<file path="src/rtl/tsc_pkg.sv">
// shared types, constants and the arctangent table for the tilt slope classifier
`default_nettype none

package tsc_pkg;

    // parameter defaults
    localparam int ANGLE_ITERATIONS_DEF     = 16;
    localparam int FILTER_FRACTION_BITS_DEF = 8;

    // slope classes
    localparam logic [1:0] SLOPE_LEVEL = 2'd0;
    localparam logic [1:0] SLOPE_UP    = 2'd1;
    localparam logic [1:0] SLOPE_DOWN  = 2'd2;

    // configuration register indexes
    localparam logic [1:0] CFG_GAIN    = 2'd0;
    localparam logic [1:0] CFG_ENTER   = 2'd1;
    localparam logic [1:0] CFG_HYST    = 2'd2;
    localparam logic [1:0] CFG_FWD_Y   = 2'd3;

    // register reset values
    localparam logic [16:0] GAIN_RST  = 17'd13107;
    localparam logic [16:0] GAIN_ONE  = 17'd65536;
    localparam logic [13:0] ENTER_RST = 14'd500;
    localparam logic [13:0] HYST_RST  = 14'd200;

    // pitch limit in centidegrees
    localparam logic signed [15:0] PITCH_LIM = 16'sd9000;

    // multiply slots of the sequencer: three filters, then two squares
    localparam logic [2:0] SLOT_FX   = 3'd0;
    localparam logic [2:0] SLOT_FY   = 3'd1;
    localparam logic [2:0] SLOT_FZ   = 3'd2;
    localparam logic [2:0] SLOT_SQA  = 3'd3;
    localparam logic [2:0] SLOT_SQB  = 3'd4;

    // main sequencer states
    typedef enum logic [2:0] {
        ST_IDLE,
        ST_MUL,
        ST_ACC,
        ST_SQRT_GO,
        ST_SQRT_WAIT,
        ST_CORD_GO,
        ST_CORD_WAIT,
        ST_OUT
    } t_state;

    // angle unit phases
    typedef enum logic [1:0] {
        CP_IDLE,
        CP_NORM,
        CP_ITER,
        CP_ROUND
    } t_cord_phase;

    // atan(2^-i) in centidegrees with 16 fraction bits
    function automatic logic [28:0] atan_q16(input logic [4:0] idx);
        logic [28:0] v;
        case (idx)
            5'd0:    v = 29'd294912000;
            5'd1:    v = 29'd174096719;
            5'd2:    v = 29'd91987925;
            5'd3:    v = 29'd46694507;
            5'd4:    v = 29'd23437865;
            5'd5:    v = 29'd11730358;
            5'd6:    v = 29'd5866610;
            5'd7:    v = 29'd2933484;
            5'd8:    v = 29'd1466765;
            5'd9:    v = 29'd733385;
            5'd10:   v = 29'd366693;
            5'd11:   v = 29'd183346;
            5'd12:   v = 29'd91673;
            5'd13:   v = 29'd45837;
            5'd14:   v = 29'd22918;
            5'd15:   v = 29'd11459;
            5'd16:   v = 29'd5730;
            5'd17:   v = 29'd2865;
            5'd18:   v = 29'd1432;
            5'd19:   v = 29'd716;
            5'd20:   v = 29'd358;
            5'd21:   v = 29'd179;
            5'd22:   v = 29'd90;
            5'd23:   v = 29'd45;
            default: v = 29'd0;
        endcase
        return v;
    endfunction

endpackage

`default_nettype wire

</file>
<file path="src/rtl/tsc_sqrt.sv">
// iterative floor square root, two radicand bits per cycle
`default_nettype none

module tsc_sqrt
    import tsc_pkg::*;
#(
    parameter int RW = 25
) (
    input  wire logic              i_clk,
    input  wire logic              i_rst_n,
    input  wire logic              i_start,
    input  wire logic [2*RW-1:0]   i_radicand,
    output logic                   o_done,
    output logic [RW-1:0]          o_root
);
    localparam int SW   = 2 * RW;
    localparam int CNTW = $clog2(RW + 1);

    logic            r_busy;
    logic            r_done;
    logic [CNTW-1:0] r_cnt;
    logic [SW-1:0]   r_rad;
    logic [RW+2:0]   r_rem;
    logic [RW-1:0]   r_root;

    logic [RW+2:0]   rem_sh;
    logic [RW+2:0]   trial;
    logic            ge;

    // one restoring step
    always_comb begin
        rem_sh = {r_rem[RW:0], r_rad[SW-1 -: 2]};
        trial  = {1'b0, r_root, 2'b01};
        ge     = (rem_sh >= trial);
    end

    // control
    always_ff @(posedge i_clk) begin
        if (!i_rst_n) begin
            r_busy <= 1'b0;
            r_done <= 1'b0;
            r_cnt  <= '0;
        end else begin
            r_done <= 1'b0;
            if (i_start && !r_busy) begin
                r_busy <= 1'b1;
                r_cnt  <= '0;
            end else if (r_busy) begin
                r_cnt <= r_cnt + 1'b1;
                if (r_cnt == CNTW'(RW - 1)) begin
                    r_busy <= 1'b0;
                    r_done <= 1'b1;
                end
            end
        end
    end

    // datapath
    always_ff @(posedge i_clk) begin
        if (i_start && !r_busy) begin
            r_rad  <= i_radicand;
            r_rem  <= '0;
            r_root <= '0;
        end else if (r_busy) begin
            r_rad  <= {r_rad[SW-3:0], 2'b00};
            r_rem  <= ge ? (rem_sh - trial) : rem_sh;
            r_root <= {r_root[RW-2:0], ge};
        end
    end

    assign o_done = r_done;
    assign o_root = r_root;

endmodule

`default_nettype wire

</file>
<file path="src/rtl/tsc_cordic.sv">
// vectoring cordic: normalize by single shifts, then one rotation per cycle
`default_nettype none

module tsc_cordic
    import tsc_pkg::*;
#(
    parameter int ANGLE_ITERATIONS = ANGLE_ITERATIONS_DEF,
    parameter int YW = 26,
    parameter int XW = 25
) (
    input  wire logic                 i_clk,
    input  wire logic                 i_rst_n,
    input  wire logic                 i_start,
    input  wire logic signed [YW-1:0] i_y,
    input  wire logic [XW-1:0]        i_x,
    output logic                      o_done,
    output logic signed [14:0]        o_pitch
);
    localparam int CW = (YW + 2 > 35) ? YW + 2 : 35;

    t_cord_phase r_phase;
    t_cord_phase n_phase;

    logic                 r_done;
    logic signed [CW-1:0] r_x;
    logic signed [CW-1:0] r_y;
    logic [CW-1:0]        r_m;
    logic signed [31:0]   r_z;
    logic [4:0]           r_iter;
    logic signed [14:0]   r_pitch;

    logic                 start_ok;
    logic                 y_zero;
    logic                 x_zero;
    logic [YW-1:0]        y_abs;
    logic [CW-1:0]        y_abs_ext;
    logic [CW-1:0]        x_ext;
    logic                 m_high;
    logic                 m_low;
    logic                 y_pos;
    logic                 last_iter;
    logic signed [CW-1:0] xs;
    logic signed [CW-1:0] ys;
    logic signed [31:0]   atan_v;
    logic signed [31:0]   z_rnd;
    logic signed [15:0]   z_q;

    // operand checks and per-step values
    always_comb begin
        start_ok  = i_start && (r_phase == CP_IDLE);
        y_zero    = (i_y == '0);
        x_zero    = (i_x == '0);
        y_abs     = i_y[YW-1] ? YW'(-i_y) : i_y;
        y_abs_ext = CW'(y_abs);
        x_ext     = CW'(i_x);
        m_high    = |r_m[CW-1:31];
        m_low     = !r_m[30];
        y_pos     = !r_y[CW-1] && (r_y != '0);
        last_iter = (r_iter == 5'(ANGLE_ITERATIONS - 1));
        xs        = r_x >>> r_iter;
        ys        = r_y >>> r_iter;
        atan_v    = $signed({3'b000, atan_q16(r_iter)});
        z_rnd     = r_z + 32'sd32768;
        z_q       = z_rnd[31:16];
    end

    // phase sequencing
    always_comb begin
        n_phase = r_phase;
        case (r_phase)
            CP_IDLE: begin
                if (start_ok && !y_zero && !x_zero) begin
                    n_phase = CP_NORM;
                end
            end
            CP_NORM: begin
                if (!m_high && !m_low) begin
                    n_phase = CP_ITER;
                end
            end
            CP_ITER: begin
                if (last_iter) begin
                    n_phase = CP_ROUND;
                end
            end
            CP_ROUND: n_phase = CP_IDLE;
            default:  n_phase = CP_IDLE;
        endcase
    end

    always_ff @(posedge i_clk) begin
        if (!i_rst_n) begin
            r_phase <= CP_IDLE;
            r_done  <= 1'b0;
        end else begin
            r_phase <= n_phase;
            r_done  <= (start_ok && (y_zero || x_zero)) || (r_phase == CP_ROUND);
        end
    end

    // datapath
    always_ff @(posedge i_clk) begin
        case (r_phase)
            CP_IDLE: begin
                r_x <= $signed(x_ext);
                r_y <= CW'(i_y);
                r_m <= (y_abs_ext > x_ext) ? y_abs_ext : x_ext;
                r_z    <= '0;
                r_iter <= '0;
                // degenerate angles come out exactly
                if (start_ok && y_zero) begin
                    r_pitch <= '0;
                end else if (start_ok && x_zero) begin
                    r_pitch <= i_y[YW-1] ? -15'sd9000 : 15'sd9000;
                end
            end
            CP_NORM: begin
                if (m_high) begin
                    r_x <= r_x >>> 1;
                    r_y <= r_y >>> 1;
                    r_m <= r_m >> 1;
                end else if (m_low) begin
                    r_x <= r_x <<< 1;
                    r_y <= r_y <<< 1;
                    r_m <= r_m << 1;
                end
            end
            CP_ITER: begin
                if (y_pos) begin
                    r_x <= r_x + ys;
                    r_y <= r_y - xs;
                    r_z <= r_z + atan_v;
                end else begin
                    r_x <= r_x - ys;
                    r_y <= r_y + xs;
                    r_z <= r_z - atan_v;
                end
                r_iter <= r_iter + 1'b1;
            end
            CP_ROUND: begin
                if (z_q > PITCH_LIM) begin
                    r_pitch <= 15'sd9000;
                end else if (z_q < -PITCH_LIM) begin
                    r_pitch <= -15'sd9000;
                end else begin
                    r_pitch <= z_q[14:0];
                end
            end
            default: ;
        endcase
    end

    assign o_done  = r_done;
    assign o_pitch = r_pitch;

endmodule

`default_nettype wire

</file>
<file path="src/rtl/tilt_slope_classifier.sv">
// top level: filters, shared multiplier sequencer, root, angle and slope machine
`default_nettype none

// Pitch and slope class from raw 3-axis accelerometer samples. One transaction
// is in flight at a time; the input stalls from acceptance until the result has
// been moved to the output register. The very first sample after reset preloads
// the filters and goes to the output with a pitch of zero, skipping the
// multiplier, root and angle steps. For every later sample the angle unit
// makes 7 to 30 single-bit normalizing shifts before the angle iterations
// with default parameters. When the forward axis or the root is zero the
// angle comes out without iterating. A stalled output holds the sequencer in
// its output state. The work of a sample lies in the five passes through the
// shared multiplier (three filter updates, two squares), the root unit that
// retires two radicand bits a cycle, and the angle unit that does one shift or
// rotation a cycle. The user must write configuration only while no
// transaction is open; the block itself does not enforce this.
module tilt_slope_classifier
    import tsc_pkg::*;
#(
    parameter int ANGLE_ITERATIONS     = ANGLE_ITERATIONS_DEF,
    parameter int FILTER_FRACTION_BITS = FILTER_FRACTION_BITS_DEF
) (
    input  wire logic               i_clk,
    input  wire logic               i_rst_n,
    input  wire logic               i_cfg_we,
    input  wire logic [1:0]         i_cfg_addr,
    input  wire logic [16:0]        i_cfg_data,
    input  wire logic               i_in_valid,
    output logic                    o_in_stall,
    input  wire logic signed [15:0] i_accel_x,
    input  wire logic signed [15:0] i_accel_y,
    input  wire logic signed [15:0] i_accel_z,
    output logic                    o_out_valid,
    input  wire logic               i_out_stall,
    output logic [1:0]              o_slope,
    output logic signed [14:0]      o_pitch,
    output logic                    o_changed
);
    localparam int F  = FILTER_FRACTION_BITS;
    localparam int FW = 17 + F;
    localparam int OW = 18 + F;
    localparam int PW = 2 * OW;
    localparam int RW = 17 + F;
    localparam int SW = 2 * RW;
    localparam int YW = FW + 1;

    t_state r_state;
    t_state n_state;

    // configuration
    logic [16:0] r_gain;
    logic [13:0] r_enter;
    logic [13:0] r_hyst;
    logic        r_fwd_y;

    // filter and class state
    logic signed [FW-1:0] r_fx;
    logic signed [FW-1:0] r_fy;
    logic signed [FW-1:0] r_fz;
    logic [1:0]           r_class;
    logic                 r_primed;

    // working registers
    logic signed [15:0]   r_sx;
    logic signed [15:0]   r_sy;
    logic signed [15:0]   r_sz;
    logic [2:0]           r_slot;
    logic signed [PW-1:0] r_prod;
    logic [SW-1:0]        r_sumsq;
    logic signed [14:0]   r_pitch;
    logic                 r_first;

    // output register
    logic                 r_out_valid;
    logic [1:0]           r_slope_o;
    logic signed [14:0]   r_pitch_o;
    logic                 r_changed_o;

    logic                 in_acc;
    logic                 out_free;
    logic                 sqrt_start;
    logic                 sqrt_done;
    logic [RW-1:0]        root;
    logic                 cord_start;
    logic                 cord_done;
    logic signed [14:0]   cord_pitch;
    logic signed [YW-1:0] neg_fwd;

    logic [16:0]          gain_eff;
    logic signed [15:0]   cur_s;
    logic signed [FW-1:0] cur_f;
    logic signed [FW-1:0] target;
    logic signed [OW-1:0] op_a;
    logic signed [OW-1:0] op_b;
    logic signed [FW-1:0] sq_src;
    logic signed [PW-1:0] prod_rnd;
    logic signed [PW-1:0] delta;
    logic signed [FW-1:0] f_new;

    logic signed [15:0]   p16;
    logic signed [15:0]   enter16;
    logic signed [15:0]   exit16;
    logic [1:0]           next_class;

    assign in_acc   = i_in_valid && !o_in_stall;
    assign out_free = !r_out_valid || !i_out_stall;

    // configuration writes
    always_ff @(posedge i_clk) begin
        if (!i_rst_n) begin
            r_gain  <= GAIN_RST;
            r_enter <= ENTER_RST;
            r_hyst  <= HYST_RST;
            r_fwd_y <= 1'b1;
        end else if (i_cfg_we) begin
            case (i_cfg_addr)
                CFG_GAIN:  r_gain  <= i_cfg_data;
                CFG_ENTER: r_enter <= i_cfg_data[13:0];
                CFG_HYST:  r_hyst  <= i_cfg_data[13:0];
                CFG_FWD_Y: r_fwd_y <= i_cfg_data[0];
                default:   ;
            endcase
        end
    end

    // shared multiplier operand selection
    always_comb begin
        gain_eff = (r_gain > GAIN_ONE) ? GAIN_ONE : r_gain;
        case (r_slot)
            SLOT_FX: begin cur_s = r_sx; cur_f = r_fx; end
            SLOT_FY: begin cur_s = r_sy; cur_f = r_fy; end
            default: begin cur_s = r_sz; cur_f = r_fz; end
        endcase
        target = $signed({{(F + 1){cur_s[15]}}, cur_s}) <<< F;
        sq_src = (r_slot == SLOT_SQA) ? (r_fwd_y ? r_fx : r_fy) : r_fz;
        if (r_slot == SLOT_SQA || r_slot == SLOT_SQB) begin
            op_a = OW'(sq_src);
            op_b = OW'(sq_src);
        end else begin
            op_a = $signed({{(OW - 17){1'b0}}, gain_eff});
            op_b = OW'(target) - OW'(cur_f);
        end
        prod_rnd = r_prod + PW'(32768);
        delta    = prod_rnd >>> 16;
        f_new    = cur_f + delta[FW-1:0];
        neg_fwd  = r_fwd_y ? -YW'(r_fy) : -YW'(r_fx);
    end

    // slope machine
    always_comb begin
        p16     = 16'(r_pitch);
        enter16 = $signed({2'b00, r_enter});
        exit16  = $signed({2'b00, r_enter}) - $signed({2'b00, r_hyst});
        next_class = r_class;
        case (r_class)
            SLOPE_LEVEL: begin
                if (p16 > enter16) begin
                    next_class = SLOPE_UP;
                end else if (p16 < -enter16) begin
                    next_class = SLOPE_DOWN;
                end
            end
            SLOPE_UP: begin
                if (p16 < exit16) begin
                    next_class = SLOPE_LEVEL;
                end
            end
            SLOPE_DOWN: begin
                if (p16 > -exit16) begin
                    next_class = SLOPE_LEVEL;
                end
            end
            default: next_class = SLOPE_LEVEL;
        endcase
        if (r_first) begin
            next_class = r_class;
        end
    end

    // sequencer next state and strobes
    always_comb begin
        n_state    = r_state;
        o_in_stall = 1'b1;
        sqrt_start = 1'b0;
        cord_start = 1'b0;
        case (r_state)
            ST_IDLE: begin
                o_in_stall = 1'b0;
                if (i_in_valid) begin
                    n_state = r_primed ? ST_MUL : ST_OUT;
                end
            end
            ST_MUL: n_state = ST_ACC;
            ST_ACC: n_state = (r_slot == SLOT_SQB) ? ST_SQRT_GO : ST_MUL;
            ST_SQRT_GO: begin
                sqrt_start = 1'b1;
                n_state    = ST_SQRT_WAIT;
            end
            ST_SQRT_WAIT: begin
                if (sqrt_done) begin
                    n_state = ST_CORD_GO;
                end
            end
            ST_CORD_GO: begin
                cord_start = 1'b1;
                n_state    = ST_CORD_WAIT;
            end
            ST_CORD_WAIT: begin
                if (cord_done) begin
                    n_state = ST_OUT;
                end
            end
            ST_OUT: begin
                if (out_free) begin
                    n_state = ST_IDLE;
                end
            end
            default: n_state = ST_IDLE;
        endcase
    end

    // control state
    always_ff @(posedge i_clk) begin
        if (!i_rst_n) begin
            r_state     <= ST_IDLE;
            r_primed    <= 1'b0;
            r_class     <= SLOPE_LEVEL;
            r_out_valid <= 1'b0;
            r_slot      <= SLOT_FX;
        end else begin
            r_state <= n_state;
            if (in_acc) begin
                r_primed <= 1'b1;
                r_slot   <= SLOT_FX;
            end
            if (r_state == ST_ACC) begin
                r_slot <= r_slot + 1'b1;
            end
            if (r_state == ST_OUT && out_free) begin
                r_out_valid <= 1'b1;
                r_class     <= next_class;
            end else if (!i_out_stall) begin
                r_out_valid <= 1'b0;
            end
        end
    end

    // datapath
    always_ff @(posedge i_clk) begin
        if (in_acc) begin
            r_sx    <= i_accel_x;
            r_sy    <= i_accel_y;
            r_sz    <= i_accel_z;
            r_first <= !r_primed;
            r_pitch <= '0;
            // first sample preloads the filters
            if (!r_primed) begin
                r_fx <= $signed({{(F + 1){i_accel_x[15]}}, i_accel_x}) <<< F;
                r_fy <= $signed({{(F + 1){i_accel_y[15]}}, i_accel_y}) <<< F;
                r_fz <= $signed({{(F + 1){i_accel_z[15]}}, i_accel_z}) <<< F;
            end
        end
        if (r_state == ST_MUL) begin
            r_prod <= PW'(op_a) * PW'(op_b);
        end
        if (r_state == ST_ACC) begin
            case (r_slot)
                SLOT_FX:  r_fx    <= f_new;
                SLOT_FY:  r_fy    <= f_new;
                SLOT_FZ:  r_fz    <= f_new;
                SLOT_SQA: r_sumsq <= r_prod[SW-1:0];
                default:  r_sumsq <= r_sumsq + r_prod[SW-1:0];
            endcase
        end
        if (r_state == ST_CORD_WAIT && cord_done) begin
            r_pitch <= cord_pitch;
        end
        if (r_state == ST_OUT && out_free) begin
            r_slope_o   <= next_class;
            r_pitch_o   <= r_pitch;
            r_changed_o <= (next_class != r_class);
        end
    end

    tsc_sqrt #(
        .RW (RW)
    ) u_sqrt (
        .i_clk      (i_clk),
        .i_rst_n    (i_rst_n),
        .i_start    (sqrt_start),
        .i_radicand (r_sumsq),
        .o_done     (sqrt_done),
        .o_root     (root)
    );

    tsc_cordic #(
        .ANGLE_ITERATIONS (ANGLE_ITERATIONS),
        .YW               (YW),
        .XW               (RW)
    ) u_cordic (
        .i_clk   (i_clk),
        .i_rst_n (i_rst_n),
        .i_start (cord_start),
        .i_y     (neg_fwd),
        .i_x     (root),
        .o_done  (cord_done),
        .o_pitch (cord_pitch)
    );

    assign o_out_valid = r_out_valid;
    assign o_slope     = r_slope_o;
    assign o_pitch     = r_pitch_o;
    assign o_changed   = r_changed_o;

`ifndef ASSERT_OFF
    a_primed_after_first: assert property (@(posedge i_clk) disable iff (!i_rst_n)
        (in_acc && !r_primed) |=> r_primed)
        else $error("primed flag not set by first sample");

    a_class_legal: assert property (@(posedge i_clk) disable iff (!i_rst_n)
        r_class != 2'd3)
        else $error("slope class holds unused code");

    a_result_from_out: assert property (@(posedge i_clk) disable iff (!i_rst_n)
        $rose(o_out_valid) |-> $past(r_state == ST_OUT))
        else $error("result shown outside output state");

    a_pitch_range: assert property (@(posedge i_clk) disable iff (!i_rst_n)
        o_out_valid |-> (o_pitch <= 15'sd9000 && o_pitch >= -15'sd9000))
        else $error("pitch out of range");

    a_changed_first: assert property (@(posedge i_clk) disable iff (!i_rst_n)
        (r_state == ST_OUT && out_free && r_first) |=> !o_changed)
        else $error("first sample flagged as change");
`endif

endmodule

`default_nettype wire
</file>
<file path="config.mk">
export PLATFORM = sky130hd
export DESIGN_NAME = tilt_slope_classifier
export DESIGN_NICKNAME = d
export VERILOG_FILES = /design/src/rtl/tsc_pkg.sv /design/src/rtl/tsc_sqrt.sv /design/src/rtl/tsc_cordic.sv /design/src/rtl/tilt_slope_classifier.sv
export SDC_FILE = /design/constraint.sdc
export NUM_CORES = 2
export LEC_CHECK = 0
export BUFFER_PORTS_ARGS = -buffer_cell sky130_fd_sc_hd__buf_4
export CAP_MARGIN = 20
export CORE_MARGIN = 3
export CORE_UTILIZATION = 47
export CTS_CLUSTER_DIAMETER = 120
export DETAILED_ROUTE_END_ITERATION = 8
export PLACE_DENSITY = 0.66
export SKIP_LAST_GASP = 1
export SYNTH_ARGS = -nofsm -noshare
export SYNTH_HDL_FRONTEND = slang
export SYNTH_SLANG_ARGS = --single-unit
</file>
<file path="constraint.sdc">
create_clock -name i_clk -period 27.2 [get_ports i_clk]
set_clock_uncertainty 0.15 [all_clocks]
set_input_delay 5.44 -clock i_clk [delete_from_list [all_inputs] [get_ports i_clk]]
set_output_delay 5.44 -clock i_clk [all_outputs]
set_load 0.02 [all_outputs]
</file>
Word-level counts from Yosys, hierarchy flattened
Memory sizes are Yosys's and may differ from the RTL's. A register that Yosys moved wholly into a read port is not among the register bits.
Index checks and enable logic that the tools add are counted.
Operators by class
  $add $sub $neg: 21
  multiply operators: 1
  $lt $le $gt $ge: 9
  equality and inequality tests: 34
  shifts and indexed selects: 2
  multiplexer cells: 77
  bitwise logic cells: 3
  reduce and logical (&&, ||, !) cells: 54
Operators by type and width (count)
  25-bit 2-to-1 mux: 14
  35-bit 2-to-1 mux: 8
  35-bit case mux with 3 select lines: 2
  26-bit 2-to-1 mux: 6
  15-bit 2-to-1 mux: 7
  50-bit 2-to-1 mux: 2
  50-bit case mux with 2 select lines: 1
  35-bit adder: 2
  35-bit case mux with 2 select lines: 1
  35-bit by 5-bit >>> shifter with 35-bit output: 2
  35-bit subtractor: 2
  32-bit case mux with 2 select lines: 1
  25-bit negator with 26-bit output: 2
  50-bit adder: 1
  26-bit by 26-bit multiplier with 50-bit output: 1
  25-bit case mux with 2 select lines: 1
  41-bit by 17-bit adder with 41-bit output, second input constant: 1
  35-bit nonzero test: 1
  32-bit by 17-bit adder with 32-bit output, second input constant: 1
  32-bit by 30-bit adder with 32-bit output: 1
  32-bit 2-to-1 mux: 1
  16-bit case mux with 2 select lines: 1
  32-bit by 30-bit subtractor with 32-bit output: 1
  15-bit case mux with 2 select lines: 1
  other kinds (54): 140
Word-level totals
  bits in registers: 581
  ROM bits: 928
  output and inout port bits: 20
  memories kept: 1
Memories
  (no name shown): depth 32, width 29, read ports 1, clocked after memory_dff 1, wr ports 0, RTL line tsc_pkg.sv:60  | case (idx)

Logic depth before layout (Yosys ltp)
  depth in word-level cells: 8
  mapped depth: 48
  gate-level depth less buffers: 42

Cells and area by module
A second synthesis with hierarchy kept.
Unflattened totals
  cells, all modules: 8396
  area total of the unflattened synthesis: 73889.6 sq um
Modules (own cells, without submodules)
  tilt_slope_classifier: times used 1, cells each 5033, area an instance 44716.6 sq um
  tsc_cordic: times used 1, cells each 2810, area an instance 23440.0 sq um
  tsc_sqrt: times used 1, cells each 553, area an instance 5733.0 sq um

Worst setup path before layout
OpenSTA, ideal clock, no wires.
  path kind: register to register
  from: reg r_slot[1]
  to: reg r_prod[48] (data pin)
  setup time: 0.264 ns
  arrival time: 10.384 ns
  required time: 26.786 ns
  slack: 16.402 ns
  stages on the path, launching flop included: 43
  cells stage by stage: dfxtp_1 > inv_1 > ha_1 > buf_2 > o21bai_1 > buf_2 > buf_1 > clkbuf_1 > nand2_1 > o21a_1 > ha_1 > inv_1 > nor3_1 > a41oi_1 > a211oi_1 > a21oi_1 > o311ai_0 > a31oi_1 > (+7 left out) > fa_1 > fa_1 > fa_1 > inv_1 > fa_1 > inv_1 > ha_1 > o21ai_0 > nand2b_1 > nor4b_1 > a21oi_1 > o21ai_0 > a31o_2 > o211a_1 > a221oi_1 > o21ai_0 > a221oi_1 > xnor2_1
Between the ends
  longest elaborated chain between the ends: 5
  elaborated cells between the ends (all ways): 12
Ends and longest elaborated chain
  start: declaration: RTL line tilt_slope_classifier.sv:67  | logic [2:0] r_slot;
  start signal: assignment: RTL line tilt_slope_classifier.sv:237  | r_slot <= r_slot + 1'b1;
  3-bit by 1-bit == test with 1-bit output / 3-bit logical NOT (equally long branches): RTL line tilt_slope_classifier.sv:129  | case (r_slot)
  25-bit case mux with 2 select lines / 16-bit case mux with 2 select lines (equally long branches): RTL line tilt_slope_classifier.sv:129
  24-bit by 25-bit subtractor with 26-bit output: RTL line tilt_slope_classifier.sv:141  | op_b = OW'(target) - OW'(cur_f);
  26-bit 2-to-1 mux: RTL line tilt_slope_classifier.sv:136  | if (r_slot == SLOT_SQA || r_slot == SLOT_SQB) begin
  26-bit by 26-bit multiplier with 50-bit output *: RTL line tilt_slope_classifier.sv:264  | r_prod <= PW'(op_a) * PW'(op_b);
  end signal: assignment: RTL line tilt_slope_classifier.sv:264
  end: declaration: RTL line tilt_slope_classifier.sv:68  | logic signed [PW-1:0] r_prod;
Mark *: on every way between the ends. The rest lies on a longest branch, timed or not.
A chain may end at the register's enable or synchronous reset.

Final worst setup path
  from: reg r_slot[0]
  to: reg r_prod[48] (data pin)
Same word-level chain as after synthesis.

==> flow_summary.json <==
{
  "netlist_area_um2": 72800,
  "clkLatencyLatePin_ns": 0.68,
  "syn-mean-instance-area_um2": 8.80,
  "initialDrtViolationCount": 6023,
  "post_cts_buffers": 0,
  "wl_mm": 233,
  "worstHoldPathCells": 2,
  "antenna_found_initial": 8,
  "end_kind": "flip-flop",
  "final_nets": 9361,
  "fp-row-count": 143,
  "slew_headroom_pct": 15.9,
  "hold_path.class": "reg -> reg",
  "port_buffers": 91,
  "path_max_fanout": 46,
  "syn-instance-count": 8266,
  "maxCapViolations": 0,
  "gp_congestion": 0.994,
  "drive_above_1_share_pct": 7.44,
  "cts_buffers": 74,
  "num_vias": 61200,
  "min_delay_worst_endpoint": "r_hyst[9]",
  "synthDistinctLibCells": 112,
  "ys_async_sr_fraction_pct": 0,
  "wire_per_inst_um": 22.8,
  "synth_seq_area_share_pct": 22.1,
  "dieArea_um2": 160000,
  "holdCritStartpoint": "r_hyst[9]",
  "cts_tree": "yes",
  "rrSetupSlack_ns": 15.20,
  "finalCriticalPeriod_ns": 12.00,
  "clock.fmax_ghz": 0.0833,
  "clk_pin_slew_ns": 0.06,
  "outcome": "finished clean",
  "synth_edf_count": 389,
  "tns_ns": 0,
  "cts_root_buf": "clkbuf_16",
  "die_x_um": 399,
  "hpwlAfterDp_mm": 180,
  "grt_pass1_wl_mm": 357,
  "die_y_um": 399,
  "crit_slowest_cell": "and2_1",
  "start_util_pct": 47.6,
  "grt_overflow": 0,
  "rr_worst_depth": 43,
  "cpMostUsedCell": "fa_1",
  "dp_slack_ns": 15.32,
  "drcViolationCount": 0,
  "drv_slew": 0,
  "final_common_cell": "nand2_1",
  "clk_path_buf_depth": 3,
  "critPathLaunchType": "flip-flop",
  "vias_per_cell": 5.99,
  "final_cell_mix": "nand2_1 (1183), inv_1 (948), fa_1 (684), nor2_1 (601), a21oi_1 (514)",
  "hold_violations": 0,
  "synthFlopType": "edfxtp_1",
  "utilization_pct": 51.0,
  "critPathMaxStageDelay_ns": 0.69,
  "path_class": "reg -> reg",
  "antenna_left": 0,
  "reg2reg_to": "r_prod[48]",
  "area_delta_synth_final_pct": 7.06,
  "setup_violations": 0,
  "critPathRequiredTime_ns": 27.45,
  "grt_use_total_pct": 29.0,
  "cts_hold_buf": 0,
  "cts_htree_levels": 3,
  "clock-sinks": 610,
  "grt_pass1_vias": 60200,
  "rsz0062_at_grt": "false",
  "coreArea_um2": 153000,
  "grt_start_max_net_pins": 106,
  "yosys_warnings": 0,
  "io_pins": 92,
  "syn_nets": 9504,
  "reg2reg_from": "r_slot[0]",
  "cts_resized": 0,
  "ys_ff_latch": 610,
  "first_pass_iters": 6,
  "cp.arrival_ns": 12.25,
  "worst_slew_pin_slew_ns": 1.26,
  "post-route-period-util_pct": 44.1,
  "setup_ws_ns": 15.20
}
routing by layer:
layer / routed length, um / share of wire [%] / up-vias / global-route usage, %
li1: - / - / 27900 / -
met1: 95400 / 41 / 30200 / 38.6
met2: 108000 / 46 / 2585 / 46.9
met3: 19400 / 8.3 / 489 / 5.07
met4: 10200 / 4.4 / 4 / 11.4
met5: 23 / 0.0099 / - / 0
cells by family after synthesis:
logic type,Yosys count,share of synthesized area (%)
buffers and inverters,1383,7.34
DFF,610,22.1
xor gates and xnor gates,485,5.86
and+or+nand+nor,2534,15.6
muxes,345,6.83
AOI/OAI and AO/OA,1740,15.1
adders and majority gates,1168,27.1
other,1,0.00515
registers in the layout, indices dropped and copies added, names as in the netlist, 26 cells and up:
register         flops
u_cordic.atan_v     29
u_cordic.r_z        32
u_sqrt.r_rad        50
u_cordic.r_x        35
r_sumsq             50
r_prod              50
u_cordic.r_m        35
u_cordic.r_y        35
u_sqrt.r_rem        26
critical path, delay by kind of cell, from the launching register on:
| family | cells | cell delay [ns] |
|---|---|---|
| buffers and inverters | 9 | 1.24 |
| flip-flops | 1 | 0.41 |
| AO/OA/AOI/OAI | 16 | 3.81 |
| AND/OR/NAND/NOR | 6 | 1.68 |
| adder cells (fa/ha/maj) | 10 | 4.13 |
| XOR/XNOR | 2 | 0.26 |
synth_stat cells (all sizes together), types with 63 or more instances:
cell / count / share of area (%)
nand2: 1184 / 6.1
inv: 955 / 4.9
fa: 684 / 19
nor2: 608 / 3.1
a21oi: 520 / 3.6
ha: 482 / 8.3
o21ai: 398 / 2.7
edfxtp: 389 / 16
clkbuf: 334 / 1.7
xnor2: 312 / 3.8
dfxtp: 221 / 6.1
xor2: 172 / 2.1
a21o: 171 / 1.8
mux2i: 146 / 2.0
nand3: 121 / 0.84
mux4: 109 / 3.4
nor3: 100 / 0.70
buf: 93 / 0.68
mux2: 90 / 1.4
and2: 76 / 0.65
a31oi: 69 / 0.59
o21a: 69 / 0.71
nand2b: 68 / 0.58
a211oi: 63 / 0.66
per-stage QoR:
stage / instance area, um^2 / hold WS (ns) / cells
2_1_floorplan: 72800 / 0.276 / 8266
3_3_place_gp: 75300 / 0.294 / 10100
3_5_place_dp: 75300 / 0.301 / 10100
4_1_cts: 77800 / 0.310 / 10200
5_1_grt: 77900 / 0.336 / 10200
6_report: 77900 / 0.306 / 10200
final cells by class:
class                           count  area (um^2)
Multi-Input combinational cell   6273        51500
Clock inverter                     32          347
Antenna cell                        4         10.0
Fill cell                       14300        74900
Clock buffer                      104         2180
Sequential cell                   610        16100
Tap cell                         2030         2540
Timing Repair Buffer              208         1600
Inverter                          956         3590
how the worst max path moves through the flow:
stage / from / end / slack, ns
2_1_floorplan: r_slot[1] / r_prod[48] / 16.40
3_3_place_gp: r_slot[1] / r_prod[48] / 15.51
3_5_place_dp: r_slot[1] / r_prod[48] / 15.32
4_1_cts: r_slot[1] / r_prod[48] / 15.28
5_1_grt: r_slot[1] / r_prod[48] / 14.33
6_report: r_slot[0] / r_prod[48] / 15.20
Power is left out: the tool's default activity adds up to more than one toggle a clock period on the data nets, which glitch-free logic cannot reach.
